[src/se_pkg.sv]
// shared constants and types for the softmax entropy block
package se_pkg;

    // vector store depth and derived widths
    localparam int VOCAB_DEPTH = 32768;
    localparam int ADDR_W      = (VOCAB_DEPTH > 1) ? $clog2(VOCAB_DEPTH) : 1;
    localparam int COUNT_W     = $clog2(VOCAB_DEPTH + 1);
    localparam logic [COUNT_W-1:0] DEPTH_CNT = COUNT_W'(VOCAB_DEPTH);

    // fixed-point constants
    localparam logic [32:0] LOG2E_Q1_32 = 33'h1_7154_7653;
    localparam logic [31:0] LN2_Q0_32   = 32'hB172_17F8;
    localparam logic [32:0] ONE_Q32     = 33'h1_0000_0000;

    // store port request
    typedef struct packed {
        logic              we;
        logic              re;
        logic [ADDR_W-1:0] addr;
        logic [15:0]       wdata;
    } store_req_t;

endpackage

[src/se_div.sv]
// p = floor(e * 2^32 / sum) saturated to all ones, restoring division one quotient bit per cycle
module se_div (
    input  logic        clk,
    input  logic        rst_n,
    input  logic        start,
    input  logic [31:0] e,
    input  logic [47:0] sum,
    output logic        done,
    output logic [31:0] p
);
    import se_pkg::*;

    typedef enum logic [0:0] {ST_IDLE, ST_RUN} state_t;

    state_t      state_reg;
    logic [47:0] rem_reg;
    logic [47:0] sum_reg;
    logic [31:0] q_reg;
    logic        qtop_reg;
    logic [5:0]  cnt_reg;
    logic        done_reg;
    logic [31:0] p_reg;

    logic [48:0] rem2;
    logic        ge;
    logic [31:0] q_next;

    // one restoring step
    assign rem2   = {rem_reg, 1'b0};
    assign ge     = rem2 >= {1'b0, sum_reg};
    assign q_next = {q_reg[30:0], ge};

    always_ff @(posedge clk or negedge rst_n)
    begin
        if (!rst_n)
        begin
            state_reg <= ST_IDLE;
            rem_reg   <= '0;
            sum_reg   <= '0;
            q_reg     <= '0;
            qtop_reg  <= 1'b0;
            cnt_reg   <= '0;
            done_reg  <= 1'b0;
            p_reg     <= '0;
        end
        else
        begin
            done_reg <= 1'b0;
            unique case (state_reg)
                ST_IDLE:
                begin
                    if (start)
                    begin
                        sum_reg <= sum;
                        q_reg   <= '0;
                        cnt_reg <= 6'd32;
                        // integer bit of the quotient
                        if ({16'b0, e} >= sum)
                        begin
                            qtop_reg <= 1'b1;
                            rem_reg  <= {16'b0, e} - sum;
                        end
                        else
                        begin
                            qtop_reg <= 1'b0;
                            rem_reg  <= {16'b0, e};
                        end
                        state_reg <= ST_RUN;
                    end
                end
                ST_RUN:
                begin
                    rem_reg <= ge ? (rem2[47:0] - sum_reg) : rem2[47:0];
                    q_reg   <= q_next;
                    cnt_reg <= cnt_reg - 6'd1;
                    if (cnt_reg == 6'd1)
                    begin
                        p_reg     <= qtop_reg ? 32'hFFFF_FFFF : q_next;
                        done_reg  <= 1'b1;
                        state_reg <= ST_IDLE;
                    end
                end
                default:
                begin
                    state_reg <= ST_IDLE;
                end
            endcase
        end
    end

    assign done = done_reg;
    assign p    = p_reg;

endmodule

[config.mk]
export PLATFORM = sky130hd
export DESIGN_NAME = se_div
export DESIGN_NICKNAME = d
export VERILOG_FILES = /design/src/se_pkg.sv /design/src/se_div.sv
export SDC_FILE = /design/constraint.sdc
export NUM_CORES = 1
export LEC_CHECK = 0
export BUFFER_PORTS_ARGS = -buffer_cell sky130_fd_sc_hd__buf_2
export CAP_MARGIN = 20
export CELL_PAD_IN_SITES_DETAIL_PLACEMENT = 1
export CELL_PAD_IN_SITES_GLOBAL_PLACEMENT = 2
export CORE_UTILIZATION = 39
export CTS_CLUSTER_DIAMETER = 50
export DETAILED_ROUTE_END_ITERATION = 8
export PLACE_DENSITY = 0.93
export RECOVER_POWER = 50
export SLEW_MARGIN = 20
export SYNTH_ARGS = -nofsm -noshare
export SYNTH_HDL_FRONTEND = slang
export SYNTH_SLANG_ARGS = --single-unit
[constraint.sdc]
create_clock -name clk -period 8.85 [get_ports clk]
set_clock_uncertainty 0.05 [all_clocks]
set_input_delay 1.3275 -clock clk [delete_from_list [all_inputs] [get_ports clk]]
set_output_delay 1.3275 -clock clk [all_outputs]
set_load 0.01 [all_outputs]
==> results.sh, run 1 <==
export IMPL_outcome="complete, but fails checks"
export IMPL_violations_in_the_final_reports="max-capacitance violations, max-slew violations"
export IMPL_synth_area_mm2=0.0121
export IMPL_grt_util_met3_pct=3.69
export IMPL_netlist_instances=1519
export IMPL_use_met2_pct=43.1
export IMPL_leakage_power_figure_nw=6.22
export IMPL_htreeDepth=4
export IMPL_core_mm2=0.0306
export IMPL_timing_max_slew_rel_slack_pct=-129
export IMPL_clkSlewWorstSetupHoldPaths_ps=80
export IMPL_vias_per_cell=5.72
export IMPL_clkSinkCount=168
export IMPL_max_slew_worst_pin_slew_ps=3430
export IMPL_grt_setup_unrepaired="no"
export IMPL_grt_antenna_before_repair=0
export IMPL_synth_area_per_cell_um2=8.00
export IMPL_r2r_setup_slack_ps=3660
export IMPL_stdcell_area_mm2=0.0136
export IMPL_timing_critical_path_to_type="flop"
export IMPL_num_io_pins=116
export IMPL_report_final_slew_viol_count=136
export IMPL_timing_critical_path_fanout_max=70
export IMPL_tns_ps=0
export IMPL_synth_seq_cells=168
export IMPL_grt_use_met1_pct=34.2
export IMPL_ys_dominant_reg_cell="sky130_fd_sc_hd__dfrtp_1"
export IMPL_drt_first_pass_iters=5
export IMPL_port_buffers=115
export IMPL_placement_cell_area_mm2=0.0131
export IMPL_cts_tree="done"
export IMPL_cts_path_max_buffers=2
export IMPL_finalCritPeriodShare_pct=58.6
export IMPL_fp_dieArea_mm2=0.0319
export IMPL_grt_ovfl_total=0
export IMPL_clk_latency_ps=450
export IMPL_synth_seq_area_share_pct=34.6
export IMPL_cts_resized=0
export IMPL_post_route_cells_drive_above_1_share_pct=9.18
export IMPL_drt_wirelength_per_cell_um=19.9
export IMPL_setup_violations=0
export IMPL_post_route_min_period_ps=5190
export IMPL_most_frequent_cells_in_the_layout="sky130_fd_sc_hd__nand2_1, sky130_fd_sc_hd__o21ai_0, sky130_fd_sc_hd__dfrtp_1, sky130_fd_sc_hd__nor2_1, sky130_fd_sc_hd__inv_1"
export IMPL_synth_edff_count=0
export IMPL_crit_required_ps=9000
export IMPL_starting_utilization_of_the_core_area_pct=39.7
export IMPL_finalWeightedCongestion=0.906
export IMPL_grt_busiest_layer="met2"
export IMPL_post_dp_hpwl_um=29100
export IMPL_detail_route_iter0_violations=801
export IMPL_grt_pass1_wl_um=63900
export IMPL_whs_ps=432
export IMPL_postCtsSetupBuffers=0
export IMPL_yosys_warnings=0
export IMPL_synthToLayoutAreaGrowth_pct=12.2
export IMPL_cts_root_buffer="sky130_fd_sc_hd__clkbuf_16"
export IMPL_maximum_number_of_pins_on_one_net_before_global_route_repair=106
export IMPL_hold_viol=0
export IMPL_power_per_cell_area_mw_per_mm2=446
export IMPL_placementRows=64
export IMPL_timing_hold_worst_class="flop to flop"
export IMPL_floorplan_die_height_um=179
export IMPL_drc=0
export IMPL_die_width_um=179
export IMPL_tritoncts_num_buffers=17
export IMPL_leading_cell_type_in_the_layout_fill_and_taps_excluded="sky130_fd_sc_hd__nand2_1"
export IMPL_ir_worst_vdd_v=0.000189
export IMPL_worstPathArrival_ps=5340
export IMPL_max_cap_viol_count=2
export IMPL_grtUsageTotal_pct=25.8
export IMPL_route_vias_total=11495
export IMPL_holdBufCountCts=0
export IMPL_startpoint_type="flop"
export IMPL_fmax_mhz=193
export IMPL_ys_async_sr_fraction_pct=100
export IMPL_drt_total_wl_um=39900
export IMPL_synth_net_count=1686
export IMPL_insertedDiodeCount=0
export IMPL_first_global_vias=11784
export IMPL_ys_types=76
export IMPL_worst_setup_path_type="flop to flop"
export IMPL_drt_antenna_violating_nets=0
export IMPL_num_nets_final=1767
==> metrics by stage <==
stage	util, %	setup slack, ps	std cells	total power, mW
2_1_floorplan	-	4750	1519	4.21
3_3_place_gp	42.7	3720	1977	5.10
3_5_place_dp	42.7	3620	1977	5.24
4_1_cts	44.7	4050	2008	6.10
5_1_grt	44.6	3010	2008	6.58
6_report	44.6	3660	2008	6.08
==> final cells by class <==
class | instances | area, um^2
clock inverter | 14 | 181
clock buffer | 17 | 425
multi-input combinational | 1175 | 7280
sequential | 168 | 4200
tap | 396 | 495
inverter | 111 | 417
fill | 3801 | 17000
timing repair buffer | 127 | 624
==> worst max-delay path, stage by stage, from the launching register on <==
cell                       delay [ps]
sky130_fd_sc_hd__dfrtp_1          440
sky130_fd_sc_hd__clkbuf_1        2430
sky130_fd_sc_hd__nand2b_1         270
sky130_fd_sc_hd__nor3_1           280
sky130_fd_sc_hd__nand3b_1         100
sky130_fd_sc_hd__clkbuf_1         870
sky130_fd_sc_hd__nand2_1          290
sky130_fd_sc_hd__o21ai_0          160
==> synthesized netlist by cell type (4+ instances only) <==
cell                         n  share of area, %
sky130_fd_sc_hd__a21oi_1    90               3.7
sky130_fd_sc_hd__a22oi_1     7              0.43
sky130_fd_sc_hd__mux2_2      4              0.37
sky130_fd_sc_hd__and3_1      6              0.31
sky130_fd_sc_hd__o21bai_1    8              0.49
sky130_fd_sc_hd__a21o_1     32               2.0
sky130_fd_sc_hd__a211oi_1   20               1.2
sky130_fd_sc_hd__a31oi_1    16              0.82
sky130_fd_sc_hd__or2_2       7              0.36
sky130_fd_sc_hd__nor4_1      6              0.31
sky130_fd_sc_hd__xnor2_1    32               2.3
sky130_fd_sc_hd__a311oi_1    8              0.58
sky130_fd_sc_hd__nand3b_1    5              0.31
sky130_fd_sc_hd__o211ai_1   16              0.99
sky130_fd_sc_hd__clkbuf_1   52               1.6
sky130_fd_sc_hd__nand4_1    19              0.98
sky130_fd_sc_hd__nor2b_1    18              0.93
sky130_fd_sc_hd__a311o_1    13               1.1
sky130_fd_sc_hd__o31ai_1     9              0.56
sky130_fd_sc_hd__nand2b_1    7              0.36
sky130_fd_sc_hd__dfrtp_1   168                35
sky130_fd_sc_hd__or3_1      12              0.62
sky130_fd_sc_hd__o221ai_1    4              0.29
sky130_fd_sc_hd__mux2i_1    30               2.5
sky130_fd_sc_hd__a21boi_0    6              0.37
sky130_fd_sc_hd__ha_1       82               8.4
sky130_fd_sc_hd__o21a_1     13              0.80
sky130_fd_sc_hd__a221oi_1    4              0.29
sky130_fd_sc_hd__buf_1       4              0.12
sky130_fd_sc_hd__o22ai_1     4              0.21
sky130_fd_sc_hd__nor3_1     24              0.99
sky130_fd_sc_hd__nand2_1   254               7.8
sky130_fd_sc_hd__buf_2       8              0.33
sky130_fd_sc_hd__o21ai_0   179               7.4
sky130_fd_sc_hd__nand3_1    27               1.1
sky130_fd_sc_hd__nor2_1    117               3.6
sky130_fd_sc_hd__xor2_1     31               2.2
sky130_fd_sc_hd__inv_1     110               3.4
==> per-layer routing <==
metal  vias up  share of wire (%)  routed length [um]
met1      5648                 46               18500
met2       256                 47               18900
met3        52                3.9                1550
li1       5539                  -                   -
met5         -                  0                   0
met4         0                2.5                 990
==> cells by family after synthesis <==
family	synth area share, %
buf+inv	5.58
mux	2.84
xor+xnor	4.54
compound gates	24.6
fa+ha+maj	8.77
flops	34.6
simple gates	19.1
==> power breakdown <==
part | switching [mW] | total, mW | leakage [nW] | internal, mW
Sequential | 0.249 | 1.42 | 2.05 | 1.17
Clock | 0.384 | 0.790 | 0.296 | 0.406
Combinational | 2.33 | 3.86 | 3.87 | 1.53
Total | 2.97 | 6.08 | 6.22 | 3.11
==> final timing paths <==
path                                     start                       to  cells after the start
setup / recovery           state_reg$_DFF_PN0_        p[30]$_DFFE_PN0P_                      7
hold / removal               p[18]$_DFFE_PN0P_        p[18]$_DFFE_PN0P_                      2
setup reg to reg           state_reg$_DFF_PN0_        p[30]$_DFFE_PN0P_                      7
hold reg to reg              p[18]$_DFFE_PN0P_        p[18]$_DFFE_PN0P_                      2
max in group asynchronous                rst_n  rem_reg[22]$_DFFE_PN0P_                      2
min in group asynchronous                rst_n        p[13]$_DFFE_PN0P_                      1
No activity file was read; power rests on OpenSTA's default activity.
==> run 2, diff against run 1 <==
--- a/config.mk
+++ b/config.mk
@@ -5,14 +5,15 @@
 export SDC_FILE = /design/constraint.sdc
 export NUM_CORES = 1
 export LEC_CHECK = 0
+export ABC_AREA = 1
 export BUFFER_PORTS_ARGS = -buffer_cell sky130_fd_sc_hd__buf_2
 export CAP_MARGIN = 20
 export CELL_PAD_IN_SITES_DETAIL_PLACEMENT = 1
 export CELL_PAD_IN_SITES_GLOBAL_PLACEMENT = 2
-export CORE_UTILIZATION = 39
+export CORE_UTILIZATION = 30
 export CTS_CLUSTER_DIAMETER = 50
 export DETAILED_ROUTE_END_ITERATION = 8
-export PLACE_DENSITY = 0.93
+export PLACE_DENSITY = 0.83
 export RECOVER_POWER = 50
 export SLEW_MARGIN = 20
 export SYNTH_ARGS = -nofsm -noshare
==> constraint.sdc (replaced) <==
create_clock -name clk -period 4.2 [get_ports clk]
set_clock_uncertainty 0.05 [all_clocks]
set_input_delay 0.63 -clock clk [delete_from_list [all_inputs] [get_ports clk]]
set_output_delay 0.63 -clock clk [all_outputs]
set_load 0.01 [all_outputs]
==> run 2 against run 1 <==
  * The flow still finishes with violations (max-capacitance violations, max-slew violations)
  * Synthesized area increased by 16%
  * Total power increased by 140%
  * Via count increased by 27%
  * Synthesized cell count increased by 47%
  * Register-to-register slack got worse by 2700 ps
  * Sequential cell count unchanged
  * Clock power increased by 110%
  * Sequential share of layout area decreased by 4.6 points
  * Highest routed layer unchanged
==> results.sh, run 2 <==
export IMPL_ir_worst_vdd_v=0.000414
export IMPL_fin_ws_ps=969
export IMPL_synth_top_area_cell="sky130_fd_sc_hd__dfrtp_1"
export IMPL_synth_seq_area_share_pct=29.7
export IMPL_synth_edff_count=0
export IMPL_grtUsageTotal_pct=23.8
export IMPL_fmax_mhz=309
export IMPL_grt_setup_unrepaired="no"
export IMPL_synth_area_mm2=0.0141
export IMPL_regToRegEndpoint="rem_reg[29]$_DFFE_PN0P_"
export IMPL_synth_net_count=2398
export IMPL_num_io_pins=116
export IMPL_detail_route_iter0_violations=816
export IMPL_setup_violations=0
export IMPL_htreeDepth=4
export IMPL_leakage_power_figure_nw=8.57
export IMPL_ys_async_sr_fraction_pct=100
export IMPL_regToRegStartpoint="sum_reg[46]$_DFFE_PN0P_"
export IMPL_drt_first_pass_iters=5
export IMPL_clkSinkCount=168
export IMPL_die_width_um=219
export IMPL_holdBufCountCts=0
export IMPL_maximum_number_of_pins_on_one_net_before_global_route_repair=95
export IMPL_route_vias_total=14548
export IMPL_fillers=6109
export IMPL_timing_critical_path_fanout_max=19
export IMPL_first_global_vias=15122
export IMPL_most_frequent_cells_in_the_layout="sky130_fd_sc_hd__nand2_1, sky130_fd_sc_hd__inv_1, sky130_fd_sc_hd__nor2_1, sky130_fd_sc_hd__dfrtp_1, sky130_fd_sc_hd__nand3_1"
export IMPL_max_cap_viol_count=1
export IMPL_ys_dominant_reg_cell="sky130_fd_sc_hd__dfrtp_1"
export IMPL_grt_ovfl_total=0
export IMPL_cells_along_the_critical_path="inv_1 -> ha_1 -> nand2_1 -> nor2_1 -> nand2_1 -> nor2_2 -> and3_1 -> nand2_4 -> nand3_4 -> buf_4 -> nand3_1 -> nand2_1 -> nor2_1 -> nor2_1"
export IMPL_vias_per_cell=4.93
export IMPL_clk_latency_ps=450
export IMPL_detailedPlace_worstSlack_ps=767
export IMPL_worstPathArrival_ps=3550
export IMPL_ys_types=46
export IMPL_netlist_instances=2231
export IMPL_worst_setup_path_type="flop to flop"
export IMPL_drt_antenna_violating_nets=0
export IMPL_timing_max_slew_rel_slack_pct=-28.7
export IMPL_hold_viol=0
export IMPL_synthTopCellsByCount="sky130_fd_sc_hd__nand2_1, sky130_fd_sc_hd__inv_1, sky130_fd_sc_hd__nor2_1"
export IMPL_leading_cell_type_in_the_layout_fill_and_taps_excluded="sky130_fd_sc_hd__nand2_1"
export IMPL_cells_on_worst_reg2reg_path=14
export IMPL_core_mm2=0.0466
export IMPL_fp_dieArea_mm2=0.0480
export IMPL_min_to="sum_reg[0]$_DFFE_PN0P_"
export IMPL_min_from="sum[0]"
export IMPL_synth_area_per_cell_um2=6.34
export IMPL_r2r_setup_slack_ps=970
export IMPL_grt_antenna_before_repair=0
export IMPL_post_route_min_period_ps=3230
export IMPL_drt_wirelength_per_cell_um=19.0
export IMPL_max_slew_worst_pin_slew_ps=1930
export IMPL_insertedDiodeCount=0
export IMPL_grt_pass1_wl_um=87000
export IMPL_cts_resized=0
export IMPL_synth_seq_cells=168
export IMPL_outcome="complete, but fails checks"
export IMPL_drc=0
export IMPL_totalPowerFinal_mw=14.6
export IMPL_startpoint_type="flop"
export IMPL_synthToLayoutAreaGrowth_pct=13.2
export IMPL_synth_most_common_cell="sky130_fd_sc_hd__nand2_1"
export IMPL_timing_hold_worst_class="primary input to flop"
export IMPL_cts_root_buffer="sky130_fd_sc_hd__clkbuf_16"
export IMPL_port_buffers=115
export IMPL_worst_path_max_delay_cell="sky130_fd_sc_hd__ha_1"
export IMPL_post_route_cells_drive_above_1_share_pct=8.62
export IMPL_crit_required_ps=4520
export IMPL_clkSlewWorstSetupHoldPaths_ps=80
export IMPL_violations_in_the_final_reports="max-capacitance violations, max-slew violations"
export IMPL_finalCritPeriodShare_pct=76.9
export IMPL_cts_path_max_buffers=2
export IMPL_starting_utilization_of_the_core_area_pct=30.4
export IMPL_report_final_slew_viol_count=68
export IMPL_power_per_cell_area_mw_per_mm2=912
export IMPL_floorplan_die_height_um=219
export IMPL_tritoncts_num_buffers=17
export IMPL_yosys_warnings=0
export IMPL_finalWeightedCongestion=0.899
export IMPL_num_nets_final=2498
export IMPL_drt_total_wl_um=56000
export IMPL_cts_tree="done"
export IMPL_worstHoldPathCells=3
export IMPL_postCtsSetupBuffers=0
export IMPL_timing_critical_path_slowest_cell_delay_ps=520
export IMPL_ys_top_cells_by_area="sky130_fd_sc_hd__dfrtp_1, sky130_fd_sc_hd__nand2_1, sky130_fd_sc_hd__inv_1"
export IMPL_synth_largest_type_area_fraction_pct=29.7
export IMPL_timing_critical_path_to_type="flop"
export IMPL_post_dp_hpwl_um=46600
export IMPL_whs_ps=371
export IMPL_tns_ps=0
export IMPL_placementRows=79
-- run 2: layout make-up --
cell class                      instances  area, um^2  area share (%)
Clock inverter                         15         220            1.38
Clock buffer                           17         425            2.66
Sequential cell                       168        4200            26.3
Inverter                              421        1580            9.87
Multi-Input combinational cell       1590        8100            50.6
Timing Repair Buffer                  133         719            4.49
Tap cell                              607         759            4.75
-- run 2: how the worst max path moves through the flow --
stage | start | end | slack, ps | depth (start not counted)
3_3_place_gp | e[0] | rem_reg[9]$_DFFE_PN0P_ | 890 | 18
2_1_floorplan | e[0] | rem_reg[26]$_DFFE_PN0P_ | 1610 | 18
6_report | sum_reg[46]$_DFFE_PN0P_ | rem_reg[29]$_DFFE_PN0P_ | 970 | 14
4_1_cts | sum_reg[46]$_DFFE_PN0P_ | rem_reg[29]$_DFFE_PN0P_ | 940 | 14
5_1_grt | sum_reg[46]$_DFFE_PN0P_ | rem_reg[29]$_DFFE_PN0P_ | 830 | 14
3_5_place_dp | e[0] | rem_reg[26]$_DFFE_PN0P_ | 770 | 18
-- run 2: kinds of logic (layout without fill, tap and decap cells) --
family	Yosys count	in the layout	share of synthesized area, %
adder cells (fa/ha/maj)	84	84	7.54
flip-flops	168	168	29.7
XOR/XNOR	41	41	2.54
buffers and inverters	473	586	13.0
AND/OR/NAND/NOR	1147	1147	33.9
AO/OA/AOI/OAI	318	318	13.3
-- run 2: report_power, final --
| part | internal, mW | switching [mW] | leakage [nW] |
|---|---|---|---|
| registers | 2.48 | 0.547 | 2.00 |
| logic | 3.31 | 6.58 | 6.26 |
| clock network | 0.874 | 0.810 | 0.310 |
-- run 2: metal layers --
metal | track usage, % | vias up | wire (um)
met5 | 0 | - | 0
met4 | 5.65 | 0 | 1050
met3 | 2.15 | 51 | 1900
met2 | 38.9 | 255 | 25600
met1 | 33.6 | 7034 | 27500
li1 | - | 7208 | -
-- run 2: worst max-delay path, delay by kind of cell, from the launching register on --
family	cells	cell delay (ps)
DFF	1	370
adders and majority gates	1	520
and+or+nand+nor	11	1790
buffers and inverters	2	390
-- run 2: stage by stage --
step / util (%) / cell area (um^2) / std cells
floorplan: - / 14100 / 2231
detailed placement: 33.0 / 15400 / 2918
global placement: 33.0 / 15400 / 2918
finish: 34.4 / 16000 / 2951
CTS: 34.4 / 16000 / 2950
global route: 34.4 / 16000 / 2951
==> run 3, diff against run 2 <==
--- a/config.mk
+++ b/config.mk
@@ -5,15 +5,15 @@
 export SDC_FILE = /design/constraint.sdc
 export NUM_CORES = 1
 export LEC_CHECK = 0
-export ABC_AREA = 1
+export ABC_AREA = 0
 export BUFFER_PORTS_ARGS = -buffer_cell sky130_fd_sc_hd__buf_2
 export CAP_MARGIN = 20
 export CELL_PAD_IN_SITES_DETAIL_PLACEMENT = 1
 export CELL_PAD_IN_SITES_GLOBAL_PLACEMENT = 2
-export CORE_UTILIZATION = 30
+export CORE_UTILIZATION = 36
 export CTS_CLUSTER_DIAMETER = 50
 export DETAILED_ROUTE_END_ITERATION = 8
-export PLACE_DENSITY = 0.83
+export PLACE_DENSITY = 0.87
 export RECOVER_POWER = 50
 export SLEW_MARGIN = 20
 export SYNTH_ARGS = -nofsm -noshare
==> constraint.sdc (replaced) <==
create_clock -name clk -period 3.1 [get_ports clk]
set_clock_uncertainty 0.05 [all_clocks]
set_input_delay 0.465 -clock clk [delete_from_list [all_inputs] [get_ports clk]]
set_output_delay 0.465 -clock clk [all_outputs]
set_load 0.01 [all_outputs]
==> run 3 against run 2 <==
  * The run ends with max-capacitance violations, max-slew violations, negative setup slack left
  * Combinational power is 59% higher
  * Total power is 51% higher
  * Sequential share of layout area is 0.81 points lower
  * Clock power is 32% higher
==> results.sh, run 3 (synthesis gave the netlist of run 1 again) <==
export IMPL_outcome="complete, but fails checks"
export IMPL_violations_in_the_final_reports="max-capacitance violations, max-slew violations, negative setup slack"
export IMPL_instances_no_fill=2355
export IMPL_power_per_cell_area_mw_per_mm2=1330
export IMPL_timing_max_slew_rel_slack_pct=-40.1
export IMPL_grt_antenna_before_repair=0
export IMPL_timing_critical_path_fanout_max=7
export IMPL_hold_viol=0
export IMPL_worst_setup_path_type="flop to flop"
export IMPL_clk_latency_ps=470
export IMPL_postLayoutCoreUtil_pct=50.3
export IMPL_placementRows=66
export IMPL_fin_ws_ps=-219
export IMPL_detailroute_wirelength_met3_um=1730
export IMPL_timing_critical_path_slowest_cell_delay_ps=400
export IMPL_max_cap_viol_count=2
export IMPL_die_width_um=186
export IMPL_starting_utilization_of_the_core_area_pct=37.0
export IMPL_cts_root_buffer="sky130_fd_sc_hd__clkbuf_16"
export IMPL_grt_pass1_wl_um=71100
export IMPL_report_final_slew_viol_count=78
export IMPL_finalCritPeriodShare_pct=107
export IMPL_port_buffers=115
export IMPL_cells_along_the_critical_path="inv_2 -> ha_4 -> a211oi_2 -> nor2_2 -> o31a_1 -> or3b_4 -> a211o_4 -> a211oi_4 -> buf_4 -> nor2_4 -> buf_4 -> buf_12 -> mux2i_1 -> o221ai_1"
export IMPL_dr_wl_met2_um=21500
export IMPL_leakage_power_figure_nw=7.80
export IMPL_route_vias_total=12856
export IMPL_clkSinkCount=168
export IMPL_synthToLayoutAreaGrowth_pct=36.0
export IMPL_grtUsageTotal_pct=26.7
export IMPL_cts_tree="done"
export IMPL_floorplan_die_height_um=186
export IMPL_timing_critical_path_to_type="flop"
export IMPL_core_mm2=0.0329
export IMPL_fmax_mhz=301
export IMPL_htreeDepth=4
export IMPL_timing_hold_worst_class="primary input to flop"
export IMPL_vias_per_cell=5.46
export IMPL_startpoint_type="flop"
export IMPL_setup_violations=46
export IMPL_first_global_vias=13312
export IMPL_post_route_min_period_ps=3320
export IMPL_detailedPlace_worstSlack_ps=-556
export IMPL_finalWeightedCongestion=0.951
export IMPL_drt_wirelength_per_cell_um=19.1
export IMPL_fillers=4042
export IMPL_category_of_cells_accounting_for_the_largest_share_of_critical_path_delay="compound AO/OA/AOI/OAI gates"
export IMPL_post_route_cells_drive_above_1_share_pct=27.2
export IMPL_leading_cell_type_in_the_layout_fill_and_taps_excluded="sky130_fd_sc_hd__buf_4"
export IMPL_r2r_setup_slack_ps=-220
export IMPL_grt_ovfl_total=0
export IMPL_m1WireLength_um=20300
export IMPL_most_frequent_cells_in_the_layout="sky130_fd_sc_hd__buf_4, sky130_fd_sc_hd__nand2_1, sky130_fd_sc_hd__dfrtp_1, sky130_fd_sc_hd__o21ai_0, sky130_fd_sc_hd__nor2_1"
export IMPL_post_dp_hpwl_um=34000
export IMPL_detail_route_iter0_violations=844
export IMPL_maximum_number_of_pins_on_one_net_before_global_route_repair=59
export IMPL_fp_dieArea_mm2=0.0345
export IMPL_worst_path_max_delay_cell="sky130_fd_sc_hd__or3b_4"
export IMPL_top_layer_used="met4"
export IMPL_crit_top_cell="sky130_fd_sc_hd__buf_4"
export IMPL_insertedDiodeCount=0
export IMPL_crit_buf_inv=4
export IMPL_placed_cells_incl_taps=2303
export IMPL_drc=0
export IMPL_cts_path_max_buffers=2
export IMPL_worstPathArrival_ps=3580
export IMPL_num_nets_final=2067
export IMPL_grt_setup_unrepaired="yes"
export IMPL_clkSlewWorstSetupHoldPaths_ps=80
export IMPL_crit_required_ps=3360
export IMPL_max_slew_worst_pin_slew_ps=2100
export IMPL_drt_first_pass_iters=5
export IMPL_drt_antenna_violating_nets=0
export IMPL_num_io_pins=116
export IMPL_ir_worst_vdd_v=0.000633
export IMPL_tns_ps=-4390
export IMPL_tritoncts_num_buffers=17
export IMPL_drt_total_wl_um=45000
[run 3: cell count changes in the layout (fill, tap and decap cells not counted), sizes merged, moves of 26 or more]
cell	delta
inv	-306
nand2	-474
o22ai	-28
o21ai	+78
a2bb2oi	-28
nand3	-144
buf	+283
mux2i	+30
a21o	+26
nor2	-69
[run 3: worst register-to-register path, stage by stage, from the launching register on]
cell	delay [ps]
sky130_fd_sc_hd__dfrtp_1	380
sky130_fd_sc_hd__inv_2	90
sky130_fd_sc_hd__ha_4	210
sky130_fd_sc_hd__a211oi_2	210
sky130_fd_sc_hd__nor2_2	90
sky130_fd_sc_hd__o31a_1	260
sky130_fd_sc_hd__or3b_4	400
sky130_fd_sc_hd__a211o_4	380
sky130_fd_sc_hd__a211oi_4	260
sky130_fd_sc_hd__buf_4	160
sky130_fd_sc_hd__nor2_4	40
sky130_fd_sc_hd__buf_4	150
sky130_fd_sc_hd__buf_12	150
sky130_fd_sc_hd__mux2i_1	180
sky130_fd_sc_hd__o221ai_1	160
[run 3: path summary, 6_finish.rpt]
kind,startpoint,endpoint,depth (start not counted)
worst max-delay path,sum_reg[6]$_DFFE_PN0P_,rem_reg[7]$_DFFE_PN0P_,14
worst max register to register,sum_reg[6]$_DFFE_PN0P_,rem_reg[7]$_DFFE_PN0P_,14
min in group asynchronous,rst_n,p[15]$_DFFE_PN0P_,2
worst min register to register,cnt_reg[5]$_DFFE_PN0P_,cnt_reg[5]$_DFFE_PN0P_,1
max in group asynchronous,rst_n,rem_reg[25]$_DFFE_PN0P_,3
worst min-delay path,sum[31],sum_reg[31]$_DFFE_PN0P_,3
[run 3: per-layer routing]
| layer | GRT usage [%] | up-vias |
|---|---|---|
| met5 | 0 | - |
| met4 | 11.0 | 0 |
| met3 | 3.68 | 85 |
| met2 | 44.7 | 318 |
| met1 | 34.4 | 6303 |
| li1 | - | 6150 |
[run 3: where the power goes]
part           total (mW)  internal (mW)  switching [mW]  leakage, nW
Clock                2.22           1.09            1.13        0.287
Combinational        15.7           7.50            8.22         5.46
Sequential           4.06           3.35           0.710         2.05
Total                22.0           11.9            10.1         7.80
[run 3: through the flow]
step / instance area, um^2 / hold WS (ps) / power [mW]
finish: 16500 / 164 / 22.0
global route: 16500 / 157 / 23.6
CTS: 16200 / 148 / 20.6
detailed placement: 15400 / 344 / 17.5
global placement: 15400 / 348 / 17.1
floorplan: 12200 / 119 / 12.1
[run 3: what timing repair did]
item / in CTS / in global routing
pin swaps: 9 / 22
hold endpoints to repair: 35 / 0
endpoints found under the setup margin: 49 / 50
gates resized for setup: 33 / 68
buffers inserted: 7 / 10
hold buffers: 1 / 0
cloned: 1 / 1
[run 3: cell type report]
type,instances,area (um^2),share of cell area (%)
tap,442,553,3.35
timing repair buffer,427,3050,18.5
multi-input combinational,1175,7700,46.6
clock buffer,17,425,2.57
clock inverter,15,174,1.05
sequential,168,4210,25.5
inverter,111,417,2.52
